--- src/utf8_scanner_whitespace_limit_assert.svh ---
// ----------------------------------------------------------------------------
// UTF-8 scanner assertion macros
// Shared concurrent assertion wrappers for the scanner modules.
// ----------------------------------------------------------------------------
`ifndef UTF8_SCANNER_WHITESPACE_LIMIT_ASSERT_SVH
`define UTF8_SCANNER_WHITESPACE_LIMIT_ASSERT_SVH

`ifndef NO_ASSERTIONS
// Plain property, checked outside reset.
`define U8WS_ASSERT(lbl, clk, rstn, prop) \
    lbl: assert property (@(posedge clk) disable iff (!rstn) (prop)) \
        else $error("u8ws assertion failed");
// Implication from a trigger to a consequence in the next cycle.
`define U8WS_ASSERT_NEXT(lbl, clk, rstn, trig, cons) \
    lbl: assert property (@(posedge clk) disable iff (!rstn) (trig) |=> (cons)) \
        else $error("u8ws assertion failed");
`else
`define U8WS_ASSERT(lbl, clk, rstn, prop)
`define U8WS_ASSERT_NEXT(lbl, clk, rstn, trig, cons)
`endif

`endif

--- src/u8ws_pkg.sv ---
`timescale 1ns / 1ps
// ----------------------------------------------------------------------------
// u8ws_pkg
// Types, constants and helper functions of the UTF-8 scanner.
// ----------------------------------------------------------------------------
package u8ws_pkg;

    localparam int COUNT_BITS_DEFAULT = 24;
    localparam logic [15:0] MAX_CHARS_RESET = 16'd2000;
    localparam int CP_BITS = 21;
    localparam int WIDTH_BITS = 3;
    localparam logic [31:0] PREFIX_FIELD_MAX = 32'h00FF_FFFF;

    localparam logic [2:0] WIDTH_ONE = 3'd1;
    localparam logic [2:0] LEN_NONE = 3'd0;
    localparam logic [2:0] LEN_TWO = 3'd2;
    localparam logic [2:0] LEN_THREE = 3'd3;
    localparam logic [2:0] LEN_FOUR = 3'd4;

    // One decoded character on its way to the counter stage.
    typedef struct packed {
        logic [CP_BITS-1:0]    cp;
        logic [WIDTH_BITS-1:0] width;
        logic                  last;
    } t_char;

    function automatic t_char raw_char(input logic [7:0] b);
        t_char c;
        c.cp = CP_BITS'(b);
        c.width = WIDTH_ONE;
        c.last = 1'b0;
        return c;
    endfunction

    // Expected sequence length of a lead byte; zero for ASCII and invalid leads.
    function automatic logic [2:0] lead_length(input logic [7:0] b);
        logic [2:0] len;
        len = LEN_NONE;
        if ((b & 8'hE0) == 8'hC0) begin
            len = LEN_TWO;
        end else if ((b & 8'hF0) == 8'hE0) begin
            len = LEN_THREE;
        end else if ((b & 8'hF8) == 8'hF0) begin
            len = LEN_FOUR;
        end
        return len;
    endfunction

    function automatic logic is_space(input logic [CP_BITS-1:0] cp);
        return cp inside {[21'h09:21'h0D], 21'h20, 21'h85, 21'hA0, 21'h1680,
                          [21'h2000:21'h200A], 21'h2028, 21'h2029, 21'h202F,
                          21'h205F, 21'h3000};
    endfunction

endpackage

--- src/u8ws_decode.sv ---
`timescale 1ns / 1ps
// ----------------------------------------------------------------------------
// u8ws_decode
// Byte-level UTF-8 sequence tracker and a four-entry character queue.
// ----------------------------------------------------------------------------
`include "utf8_scanner_whitespace_limit_assert.svh"

module u8ws_decode (
    input  logic             i_clk,
    input  logic             i_rst_n,
    input  logic             i_in_valid,
    output logic             o_in_ready,
    input  logic [7:0]       i_text_byte,
    input  logic             i_end_of_text,
    output logic             o_char_valid,
    output u8ws_pkg::t_char  o_char,
    input  logic             i_char_take
);

    logic [2:0][7:0] r_pend, n_pend;
    logic [1:0]      r_pcnt, n_pcnt;
    logic [2:0]      r_slen, n_slen;
    u8ws_pkg::t_char r_q [4];
    logic [2:0]      r_qn;

    u8ws_pkg::t_char list [4];
    logic [2:0]      k;
    logic [2:0]      lead_len;
    logic [20:0]     cp_full;
    logic            accept;

    assign accept = i_in_valid && o_in_ready;
    assign o_in_ready = (r_qn == 3'd0) || ((r_qn == 3'd1) && i_char_take);
    assign o_char_valid = (r_qn != 3'd0);
    assign o_char = r_q[0];

    always_comb begin
        case (r_slen)
            u8ws_pkg::LEN_TWO: begin
                cp_full = {10'd0, r_pend[0][4:0], i_text_byte[5:0]};
            end
            u8ws_pkg::LEN_THREE: begin
                cp_full = {5'd0, r_pend[0][3:0], r_pend[1][5:0], i_text_byte[5:0]};
            end
            default: begin
                cp_full = {r_pend[0][2:0], r_pend[1][5:0], r_pend[2][5:0],
                           i_text_byte[5:0]};
            end
        endcase
    end

    always_comb begin
        for (int j = 0; j < 4; j++) begin
            list[j] = '0;
        end
        k = 3'd0;
        n_pend = r_pend;
        n_pcnt = r_pcnt;
        n_slen = r_slen;
        lead_len = u8ws_pkg::lead_length(i_text_byte);

        if ((r_pcnt == 2'd0) || (r_slen < u8ws_pkg::LEN_TWO) ||
            (r_slen > u8ws_pkg::LEN_FOUR)) begin
            if (lead_len == u8ws_pkg::LEN_NONE) begin
                list[0] = u8ws_pkg::raw_char(i_text_byte);
                k = 3'd1;
                n_pcnt = 2'd0;
                n_slen = u8ws_pkg::LEN_NONE;
            end else begin
                n_pend[0] = i_text_byte;
                n_pcnt = 2'd1;
                n_slen = lead_len;
            end
        end else if (i_text_byte[7:6] == 2'b10) begin
            if (({1'b0, r_pcnt} + 3'd1) == r_slen) begin
                list[0].cp = cp_full;
                list[0].width = r_slen;
                list[0].last = 1'b0;
                k = 3'd1;
                n_pcnt = 2'd0;
                n_slen = u8ws_pkg::LEN_NONE;
            end else begin
                n_pend[r_pcnt] = i_text_byte;
                n_pcnt = r_pcnt + 2'd1;
            end
        end else begin
            // Broken sequence: held bytes go out raw, then the byte starts over.
            for (int i = 0; i < 3; i++) begin
                if (2'(i) < r_pcnt) begin
                    list[i] = u8ws_pkg::raw_char(r_pend[i]);
                end
            end
            k = {1'b0, r_pcnt};
            if (lead_len == u8ws_pkg::LEN_NONE) begin
                list[k[1:0]] = u8ws_pkg::raw_char(i_text_byte);
                k = k + 3'd1;
                n_pcnt = 2'd0;
                n_slen = u8ws_pkg::LEN_NONE;
            end else begin
                n_pend[0] = i_text_byte;
                n_pcnt = 2'd1;
                n_slen = lead_len;
            end
        end

        if (i_end_of_text) begin
            for (int i = 0; i < 3; i++) begin
                if (2'(i) < n_pcnt) begin
                    list[k[1:0]] = u8ws_pkg::raw_char(n_pend[i]);
                    k = k + 3'd1;
                end
            end
            if (k != 3'd0) begin
                list[2'(k - 3'd1)].last = 1'b1;
            end
            n_pend = '0;
            n_pcnt = 2'd0;
            n_slen = u8ws_pkg::LEN_NONE;
        end
    end

    always_ff @(posedge i_clk) begin
        if (!i_rst_n) begin
            r_pend <= '0;
            r_pcnt <= 2'd0;
            r_slen <= u8ws_pkg::LEN_NONE;
            r_qn <= 3'd0;
        end else if (accept) begin
            r_pend <= n_pend;
            r_pcnt <= n_pcnt;
            r_slen <= n_slen;
            r_qn <= k;
        end else if (i_char_take && (r_qn != 3'd0)) begin
            r_qn <= r_qn - 3'd1;
        end
    end

    always_ff @(posedge i_clk) begin
        if (accept) begin
            for (int j = 0; j < 4; j++) begin
                r_q[j] <= list[j];
            end
        end else if (i_char_take) begin
            for (int j = 0; j < 3; j++) begin
                r_q[j] <= r_q[j + 1];
            end
        end
    end

    `U8WS_ASSERT(a_pend_len_ok, i_clk, i_rst_n,
        (r_pcnt == 2'd0) || (({1'b0, r_pcnt} < r_slen) && (r_slen <= u8ws_pkg::LEN_FOUR)))
    `U8WS_ASSERT_NEXT(a_eot_clears, i_clk, i_rst_n,
        accept && i_end_of_text, (r_pcnt == 2'd0) && (r_qn != 3'd0))
    `U8WS_ASSERT(a_queue_depth, i_clk, i_rst_n, r_qn <= 3'd4)

endmodule

--- src/u8ws_emit.sv ---
`timescale 1ns / 1ps
// ----------------------------------------------------------------------------
// u8ws_emit
// Per-character counters, whitespace flag and the result register.
// ----------------------------------------------------------------------------
`include "utf8_scanner_whitespace_limit_assert.svh"

module u8ws_emit #(
    parameter int COUNT_BITS = u8ws_pkg::COUNT_BITS_DEFAULT
) (
    input  logic             i_clk,
    input  logic             i_rst_n,
    input  logic [15:0]      i_max_chars,
    input  logic             i_char_valid,
    input  u8ws_pkg::t_char  i_char,
    output logic             o_char_take,
    output logic             o_out_valid,
    input  logic             i_out_ready,
    output logic [20:0]      o_codepoint,
    output logic [2:0]       o_char_width,
    output logic             o_is_whitespace,
    output logic             o_within_limit,
    output logic [23:0]      o_prefix_bytes,
    output logic             o_has_content,
    output logic             o_last_char
);

    localparam int SUM_BITS = COUNT_BITS + 1;

    logic [COUNT_BITS-1:0] r_char_count, n_char_count;
    logic [COUNT_BITS-1:0] r_prefix, n_prefix;
    logic                  r_seen, n_seen;
    logic                  r_out_valid;
    logic [20:0]           r_cp;
    logic [2:0]            r_width;
    logic                  r_ws, r_within, r_has, r_last;
    logic [23:0]           r_pb, n_pb;

    logic                  ws, in_limit;
    logic [SUM_BITS-1:0]   sum;
    logic [31:0]           prefix_wide;

    assign o_char_take = i_char_valid && (!r_out_valid || i_out_ready);

    always_comb begin
        ws = u8ws_pkg::is_space(i_char.cp);
        in_limit = 32'(r_char_count) < 32'(i_max_chars);
        sum = {1'b0, r_prefix} + SUM_BITS'(i_char.width);
        n_prefix = r_prefix;
        if (in_limit) begin
            n_prefix = sum[COUNT_BITS] ? '1 : sum[COUNT_BITS-1:0];
        end
        n_char_count = (r_char_count == '1) ? r_char_count : r_char_count + 1'b1;
        n_seen = r_seen || !ws;
        prefix_wide = 32'(n_prefix);
        n_pb = (prefix_wide > u8ws_pkg::PREFIX_FIELD_MAX) ? 24'hFF_FFFF : prefix_wide[23:0];
    end

    always_ff @(posedge i_clk) begin
        if (!i_rst_n) begin
            r_char_count <= '0;
            r_prefix <= '0;
            r_seen <= 1'b0;
            r_out_valid <= 1'b0;
        end else begin
            if (o_char_take) begin
                r_out_valid <= 1'b1;
                // The final character of a text starts the next text from zero.
                if (i_char.last) begin
                    r_char_count <= '0;
                    r_prefix <= '0;
                    r_seen <= 1'b0;
                end else begin
                    r_char_count <= n_char_count;
                    r_prefix <= n_prefix;
                    r_seen <= n_seen;
                end
            end else if (i_out_ready) begin
                r_out_valid <= 1'b0;
            end
        end
    end

    always_ff @(posedge i_clk) begin
        if (o_char_take) begin
            r_cp <= i_char.cp;
            r_width <= i_char.width;
            r_ws <= ws;
            r_within <= in_limit;
            r_pb <= n_pb;
            r_has <= n_seen;
            r_last <= i_char.last;
        end
    end

    assign o_out_valid = r_out_valid;
    assign o_codepoint = r_cp;
    assign o_char_width = r_width;
    assign o_is_whitespace = r_ws;
    assign o_within_limit = r_within;
    assign o_prefix_bytes = r_pb;
    assign o_has_content = r_has;
    assign o_last_char = r_last;

    `U8WS_ASSERT_NEXT(a_last_clears, i_clk, i_rst_n,
        o_char_take && i_char.last, (r_char_count == '0) && (r_prefix == '0) && !r_seen)
    `U8WS_ASSERT(a_width_range, i_clk, i_rst_n,
        !r_out_valid || ((r_width >= 3'd1) && (r_width <= 3'd4)))
    `U8WS_ASSERT_NEXT(a_out_hold, i_clk, i_rst_n,
        r_out_valid && !i_out_ready, r_out_valid && $stable(r_cp) && $stable(r_last))

endmodule

--- src/utf8_scanner_whitespace_limit.sv ---
`timescale 1ns / 1ps
// A byte accepted is held in the decoder queue, then registered in the result register.
// Throughput: one byte per cycle while each byte yields at most one character and
// the output is not stalled; a byte that yields several characters (a broken sequence
// flushed raw) holds the input while the counter stage drains them one per cycle.
// Reset: synchronous, active low; clears held bytes and counters, limit = 2000.
// ----------------------------------------------------------------------------
// utf8_scanner_whitespace_limit
// Lenient UTF-8 decoder with whitespace flags and a character-limit prefix count.
// ----------------------------------------------------------------------------
module utf8_scanner_whitespace_limit #(
    parameter int COUNT_BITS = u8ws_pkg::COUNT_BITS_DEFAULT
) (
    input  logic        i_clk,
    input  logic        i_rst_n,
    input  logic        i_cfg_valid,
    output logic        o_cfg_ready,
    input  logic [15:0] i_cfg_max_chars,
    input  logic        i_in_valid,
    output logic        o_in_ready,
    input  logic [7:0]  i_text_byte,
    input  logic        i_end_of_text,
    output logic        o_out_valid,
    input  logic        i_out_ready,
    output logic [20:0] o_codepoint,
    output logic [2:0]  o_char_width,
    output logic        o_is_whitespace,
    output logic        o_within_limit,
    output logic [23:0] o_prefix_bytes,
    output logic        o_has_content,
    output logic        o_last_char
);

    logic [15:0]     r_max_chars;
    logic            char_valid;
    logic            char_take;
    u8ws_pkg::t_char char_item;

    assign o_cfg_ready = 1'b1;

    always_ff @(posedge i_clk) begin
        if (!i_rst_n) begin
            r_max_chars <= u8ws_pkg::MAX_CHARS_RESET;
        end else if (i_cfg_valid) begin
            r_max_chars <= i_cfg_max_chars;
        end
    end

    u8ws_decode u_decode (
        .i_clk         (i_clk),
        .i_rst_n       (i_rst_n),
        .i_in_valid    (i_in_valid),
        .o_in_ready    (o_in_ready),
        .i_text_byte   (i_text_byte),
        .i_end_of_text (i_end_of_text),
        .o_char_valid  (char_valid),
        .o_char        (char_item),
        .i_char_take   (char_take)
    );

    u8ws_emit #(
        .COUNT_BITS (COUNT_BITS)
    ) u_emit (
        .i_clk           (i_clk),
        .i_rst_n         (i_rst_n),
        .i_max_chars     (r_max_chars),
        .i_char_valid    (char_valid),
        .i_char          (char_item),
        .o_char_take     (char_take),
        .o_out_valid     (o_out_valid),
        .i_out_ready     (i_out_ready),
        .o_codepoint     (o_codepoint),
        .o_char_width    (o_char_width),
        .o_is_whitespace (o_is_whitespace),
        .o_within_limit  (o_within_limit),
        .o_prefix_bytes  (o_prefix_bytes),
        .o_has_content   (o_has_content),
        .o_last_char     (o_last_char)
    );

endmodule
--- config.mk ---
export PLATFORM = sky130hd
export DESIGN_NAME = utf8_scanner_whitespace_limit
export DESIGN_NICKNAME = d
export VERILOG_FILES = /design/src/u8ws_pkg.sv /design/src/u8ws_decode.sv /design/src/u8ws_emit.sv /design/src/utf8_scanner_whitespace_limit.sv
export VERILOG_INCLUDE_DIRS = /design/src /design/src/src
export SDC_FILE = /design/constraint.sdc
export NUM_CORES = 1
export LEC_CHECK = 0
export ABC_AREA = 1
export BUFFER_PORTS_ARGS = -buffer_cell sky130_fd_sc_hd__buf_2
export CORE_MARGIN = 5
export CORE_UTILIZATION = 35
export CTS_CLUSTER_DIAMETER = 100
export DETAILED_ROUTE_END_ITERATION = 8
export PLACE_DENSITY_LB_ADDON = 0.05
export SETUP_SLACK_MARGIN = 0.1
export SYNTH_ARGS = -nofsm -noshare
export SYNTH_HDL_FRONTEND = slang
export SYNTH_SLANG_ARGS = --single-unit
--- constraint.sdc ---
create_clock -name i_clk -period 3.85 [get_ports i_clk]
set_input_delay 0.385 -clock i_clk [delete_from_list [all_inputs] [get_ports i_clk]]
set_output_delay 0.385 -clock i_clk [all_outputs]
set_load 0.02 [all_outputs]
==> results of run 1 <==
cell type report:
cell class	instances	share of cell area
inverters	220	0.0580
multi-input cells	1215	0.435
clock inverters	10	0.00648
well taps	461	0.0398
repair buffers	128	0.0529
clock buffers	36	0.0504
flip-flops and latches	205	0.357
metrics by stage:
stage / setup slack (ns) / area (um2) / hold WS (ns)
finish: 0.398 / 14500 / 0.0668
global placement: 0.200 / 13600 / 0.445
global route: 0.110 / 14500 / 0.0535
CTS: 0.137 / 14400 / 0.0356
floorplan: 0.242 / 12500 / 0.425
detailed placement: 0.164 / 13600 / 0.442
registers in the layout (all words and copies together) (netlist names), 2 cells and up:
register	count
u_decode.r_q	55
u_decode.r_pend	24
u_emit.o_prefix_bytes	24
u_emit.r_char_count	24
u_emit.r_prefix	24
u_emit.o_codepoint	21
r_max_chars	16
u_decode.r_qn	3
u_decode.r_slen	3
u_emit.o_char_width	3
u_decode.r_pcnt	2
metal layers:
metal / track usage / vias up / wire (um)
met5: 0 / - / 0
met4: 0.0550 / 0 / 1020
met3: 0.0308 / 65 / 2380
met2: 0.337 / 319 / 18900
met1: 0.297 / 5459 / 19600
li1: - / 5843 / -
logic make-up after synthesis:
logic type | synth area share
other | 0.000301
AND/OR/NAND/NOR | 0.276
flip-flops | 0.415
AO/OA/AOI/OAI | 0.159
buffers and inverters | 0.0849
XOR/XNOR | 0.0162
adder cells (fa/ha/maj) | 0.0478
power breakdown:
part,switching [mW],internal [mW],total [mW],leakage (nW)
clock network,0.988,1.39,2.38,0.396
registers,0.298,3.25,3.55,1.88
logic,2.20,0.750,2.95,3.79
total,3.48,5.39,8.87,6.06
how the worst max path moves through the flow:
stage / startpoint / to / slack (ns) / depth (start not counted)
floorplan: u_decode.r_pcnt[0]$_SDFFE_PN0P_ / u_decode.r_q[0][10]$_DFFE_PP_ / 0.24 / 22
global placement: u_decode.r_pcnt[0]$_SDFFE_PN0P_ / u_decode.r_q[0][86]$_DFFE_PP_ / 0.20 / 21
detailed placement: u_decode.r_pcnt[0]$_SDFFE_PN0P_ / u_decode.r_q[0][86]$_DFFE_PP_ / 0.16 / 20
CTS: u_decode.r_pcnt[0]$_SDFFE_PN0P_ / u_decode.r_q[0][86]$_DFFE_PP_ / 0.14 / 20
global route: u_decode.r_pcnt[0]$_SDFFE_PN0P_ / u_decode.r_q[0][6]$_DFFE_PP_ / 0.11 / 24
finish: u_decode.r_pcnt[1]$_SDFFE_PN0P_ / u_decode.r_q[0][6]$_DFFE_PP_ / 0.40 / 24
repair_timing:
item,in CTS,in global routing
resized for setup,0,12
hold endpoints to repair,0,0
setup buffers,0,3
setup endpoints to repair,0,29
placed cells by master, fill, tap and decap left out, types with 7 or more instances in the layout:
cell type | netlist | layout
a22oi_1 | 15 | 15
nor3_1 | 38 | 37
inv_1 | 201 | 198
nand3_1 | 90 | 90
o21ai_1 | 25 | 24
a21oi_1 | 174 | 174
buf_2 | 12 | 83
inv_2 | 15 | 16
clkbuf_1 | 34 | 7
nor2_1 | 154 | 151
o22ai_1 | 12 | 12
nand4_1 | 29 | 29
and2_1 | 9 | 9
o21a_1 | 9 | 9
buf_4 | 1 | 44
nand2_2 | 14 | 15
edfxtp_1 | 107 | 107
ha_1 | 46 | 44
o21ai_0 | 101 | 101
xor2_1 | 21 | 21
nand2_1 | 402 | 401
dfxtp_1 | 98 | 97
clkbuf_16 | 0 | 27
nor4_1 | 10 | 10
or2_2 | 7 | 7
worst max-delay path: cells and delay by family (launching register included):
| family | cells | cell delay, ns |
|---|---|---|
| flip-flops | 1 | 0.36 |
| AND/OR/NAND/NOR | 13 | 1.29 |
| AO/OA/AOI/OAI | 1 | 0.16 |
| adder cells (fa/ha/maj) | 4 | 0.88 |
| buffers and inverters | 6 | 0.51 |
==> impl_metrics.json, run 1 <==
{
  "cp-end-kind": "register",
  "hold_path_class": "in -> reg",
  "drt_iter0_drc": 749,
  "die_area_mm2": 0.0395,
  "dp.cells": 2226,
  "critPathMaxFanout": 7,
  "nNetsFinal": 1873,
  "worst_ep_arrival_time_ns": 3.76,
  "drv_slew": 0,
  "critical_path_class": "reg -> reg",
  "r2r_end": "u_decode.r_q[0][6]$_DFFE_PP_",
  "yosysSeqAreaShare": 0.415,
  "hpwl_um": 31400,
  "critPathLaunchType": "register",
  "hold_viol": 0,
  "synthCells": 1691,
  "hold_path_end": "r_max_chars[7]$_SDFFE_PN1P_",
  "async_flop_share": 0,
  "avgRoutedWirePerCell_um": 18.4,
  "n_antenna_cell": 0,
  "slew_headroom": 0.344,
  "fin_crit_sh": 0.897,
  "synth_most_common_cell": "nand2_1",
  "first_pass_iters": 5,
  "finalCriticalPeriod_ns": 3.45,
  "netlist.area_leader.share": 0.258,
  "critPathMostFrequentCell": "nand2_1",
  "cap_violations": 0,
  "r2r_cells": 24,
  "synth_area_leader_cell": "edfxtp_1",
  "numPortBuffers": 83,
  "cts.reportedPaths.clkPinSlew_ns": 0.06,
  "ys.flop_type": "edfxtp_1",
  "overflow": 0,
  "p_leak_nw": 6.06,
  "route.detailed.drc": 0,
  "die_w_um": 199,
  "viasPerCell": 5.14,
  "cts_tree": "built",
  "irDropWorstVdd_uv": 602,
  "worst_pin_slew_ns": 0.974,
  "synth_enable_flop_cells": 107,
  "grt_usage": 0.209,
  "worstHoldPathCells": 3,
  "synth-seq-cells": 205,
  "ios": 85,
  "multi_input_area_mm2": 0.00630,
  "dieHeight_um": 199,
  "power.total_mw": 8.87,
  "netlist_area_mm2": 0.0125,
  "ctsHoldBuffers": 0,
  "synth_area_leaders": "edfxtp_1 (26%), dfxtp_1 (16%), nand2_1 (12%)",
  "path_cells": "inv_1 -> ha_4 -> nor2_4 -> nand2_4 -> nor2_4 -> buf_4 -> inv_2 -> nor2_1 -> nor2_2 -> ha_1 -> nand2_2 -> nand2_4 -> ha_1 -> nand2_1 -> nand2_2 -> inv_2 -> ha_1 -> inv_1 -> nor2_4 -> inv_4 -> o21ai_0 -> nand2_1 -> nand2_1 -> nand2_1",
  "drive_gt1_frac": 0.137,
  "timing.rr.start": "u_decode.r_pcnt[1]$_SDFFE_PN0P_",
  "synth.distinct_cells": 54,
  "clockRootBuffer": "clkbuf_16",
  "hp-start": "i_cfg_max_chars[7]",
  "final_util": 0.409,
  "yosys_warnings": 0,
  "slowest_delay_ns": 0.36,
  "start_util": 0.352,
  "grt_first_pass_wirelength_um": 65200,
  "power_density_mw_per_mm2": 612,
  "htreeDepth": 1,
  "avgSynthCellArea_um2": 7.37,
  "max_freq_mhz": 290,
  "antenna_found_initial": 0,
  "worstSkewPairLatency_ns": 0.55,
  "layout.cells.non_filler": 2275,
  "fin_skew_ns": 0.0261,
  "crit_slowest_cell": "dfxtp_2",
  "report.final.setup_viol": 0,
  "grt_max_degree": 55,
  "rows": 69,
  "ff_latch_area_mm2": 0.00518,
  "gp_routability_congestion": 0.919,
  "reg2reg_slack_ns": 0.40,
  "syn2layout_area_growth_pct": 16.2,
  "clock-sinks": 205,
  "core_mm2": 0.0354,
  "ant_nets": 0,
  "synth.top_cells.by_count": "nand2_1 (402), inv_1 (201), a21oi_1 (174)",
  "grt_pass1_vias": 11200,
  "cts_max_path_buffers": 3,
  "fillers": 3786,
  "drt_wl_total_um": 41800,
  "numCtsBuffers": 26,
  "vias": 11700,
  "syn_nets": 1768,
  "tns_ns": 0,
  "rsz0062_at_grt": "no",
  "outcome": "finished, final reports clean",
  "required_ns": 4.15
}
No activity file was read; power rests on OpenSTA's default activity.
==> run 2: changes to the inputs <==
- GPL_TIMING_DRIVEN: not set -> 0
==> impl_metrics.json, run 2 (synthesis results as in run 1) <==
{
  "gp_routability_congestion": 0.956,
  "drive_gt1_frac": 0.134,
  "whs_ns": 0.0652,
  "antenna_found_initial": 0,
  "syn2layout_area_growth_pct": 17.3,
  "viasPerCell": 5.15,
  "rsz0062_at_grt": "no",
  "core_mm2": 0.0354,
  "hold_viol": 0,
  "fin_skew_ns": 0.0124,
  "cap_violations": 0,
  "cts_max_path_buffers": 3,
  "final_util": 0.413,
  "critPathLaunch": "u_decode.r_pcnt[0]$_SDFFE_PN0P_",
  "htreeDepth": 1,
  "hpwl_um": 34500,
  "dieHeight_um": 199,
  "p_leak_nw": 6.05,
  "fillers": 3819,
  "fin_crit_sh": 0.929,
  "critPathMaxFanout": 6,
  "route.detailed.drc": 0,
  "vias": 11800,
  "drt_wl_total_um": 44400,
  "max_freq_mhz": 280,
  "irDropWorstVdd_uv": 470,
  "power_density_mw_per_mm2": 612,
  "die_area_mm2": 0.0395,
  "worst_ep_arrival_time_ns": 3.87,
  "r2r_end": "u_decode.r_q[0][10]$_DFFE_PP_",
  "ctsHoldBuffers": 0,
  "nNetsFinal": 1894,
  "clockRootBuffer": "clkbuf_16",
  "first_pass_iters": 6,
  "r2r_cells": 22,
  "largest_register_ffs": 55,
  "final_cell_mix": "nand2_1 (394), inv_1 (195), a21oi_1 (172), nor2_1 (150), edfxtp_1 (107)",
  "critPathLaunchType": "register",
  "avgRoutedWirePerCell_um": 19.3,
  "timing.rr.start": "u_decode.r_pcnt[0]$_SDFFE_PN0P_",
  "placed_area_mm2": 0.0135,
  "required_ns": 4.14,
  "outcome": "finished, final reports clean",
  "cts.reportedPaths.clkPinSlew_ns": 0.06,
  "cts_tree": "built",
  "finalCriticalPeriod_ns": 3.58,
  "final_common_cell": "nand2_1",
  "grt_pass1_vias": 11200,
  "grt_usage": 0.222,
  "finish.instance_area_mm2": 0.0146,
  "drv_slew": 0,
  "slew_headroom": 0.0695,
  "n_antenna_cell": 0,
  "dp.cells": 2237,
  "cp-end-kind": "register",
  "die_w_um": 199,
  "numCtsBuffers": 25,
  "grt_max_degree": 32,
  "ant_nets": 0,
  "clock-sinks": 205,
  "layout.cells.non_filler": 2297,
  "start_util": 0.352,
  "ios": 85,
  "worstHoldPathCells": 3,
  "endpoint": "u_decode.r_q[0][10]$_DFFE_PP_",
  "worst_pin_slew_ns": 1.38,
  "overflow": 0,
  "critical_path_class": "reg -> reg",
  "regMostFlops": "u_decode.r_q",
  "drt_iter0_drc": 995,
  "rows": 69,
  "report.final.setup_viol": 0,
  "numPortBuffers": 83,
  "grt_first_pass_wirelength_um": 68000,
  "tns_ns": 0,
  "reg2reg_slack_ns": 0.27,
  "hold_path_class": "in -> reg",
  "worstSkewPairLatency_ns": 0.55
}
run 2: changes by cell type in the layout (fill, tap and decap cells not counted), moves of 3 or more:
cell	previous run	this run
buf_2	83	95
nand2_1	401	394
inv_1	198	195
inv_4	2	5
nor2_2	5	2
clkbuf_1	7	45
buf_4	44	14
nand2_4	4	9
buf_6	0	3
nor2_4	6	10
run 2: timing repair:
item,in CTS,in global routing
setup buffers,6,8
pin swaps,9,10
endpoints found under the setup margin,42,41
resized for setup,28,26
run 2: cell type report:
type	instances	area [um2]	area share
clock buffer	38	694	0.0475
inverter	220	852	0.0583
timing repair buffer	99	564	0.0386
multi-input combinational	1215	6410	0.439
buffer	51	225	0.0154
clock inverter	8	109	0.00745
tap	461	577	0.0395
sequential	205	5180	0.355
run 2: report_power, final:
group          internal (mW)  switching [mW]  total, mW  leakage, nW
Sequential              3.24           0.286       3.52         1.88
Combinational          0.779            2.31       3.09         3.79
Clock                   1.38           0.956       2.34        0.383
Total                   5.40            3.55       8.95         6.05
run 2: how the worst min path moves through the flow:
stage | startpoint | end | slack (ns)
final | i_cfg_max_chars[9] | r_max_chars[9]$_SDFFE_PN1P_ | 0.07
after floorplan | u_decode.r_pend[14]$_SDFFE_PN0P_ | u_decode.r_pend[14]$_SDFFE_PN0P_ | 0.43
after CTS | i_cfg_max_chars[6] | r_max_chars[6]$_SDFFE_PN1P_ | 0.03
after global placement | u_decode.r_q[0][13]$_SDFFCE_PP0P_ | u_emit.o_codepoint[9]$_DFFE_PP_ | 0.44
after detailed placement | u_decode.r_q[0][12]$_SDFFCE_PP0P_ | u_emit.o_codepoint[8]$_DFFE_PP_ | 0.44
after global routing | i_cfg_max_chars[4] | r_max_chars[4]$_SDFFE_PN1P_ | 0.05
run 2: stage by stage:
stage	setup WS [ns]	total power [mW]
2_1_floorplan	0.242	5.38
3_3_place_gp	-1.11	6.62
3_5_place_dp	-0.729	6.66
4_1_cts	0.125	9.06
5_1_grt	0.0856	9.51
6_report	0.274	8.95
run 2: worst max-delay path, stage by stage, from the launching register on:
cell	delay (ns)
dfxtp_4	0.39
inv_4	0.07
ha_4	0.30
xnor2_4	0.13
nand3_4	0.17
inv_4	0.10
nand2_4	0.07
nand2_4	0.10
nor2_4	0.07
ha_1	0.30
nand2_2	0.09
nand2_4	0.08
ha_4	0.27
nand2_2	0.06
nand2_4	0.08
inv_2	0.05
ha_1	0.17
inv_1	0.08
nor2_4	0.08
o21ai_4	0.26
o211ai_1	0.19
nand3_1	0.15
nand2_1	0.06
run 2: routing by layer:
metal  global-route usage  wire, um  up-vias
met5                    0         0        -
met4               0.0593      1250        0
met3               0.0329      2920       62
met2                0.345     19200      362
met1                0.326     21100     5519
li1                     -         -     5895
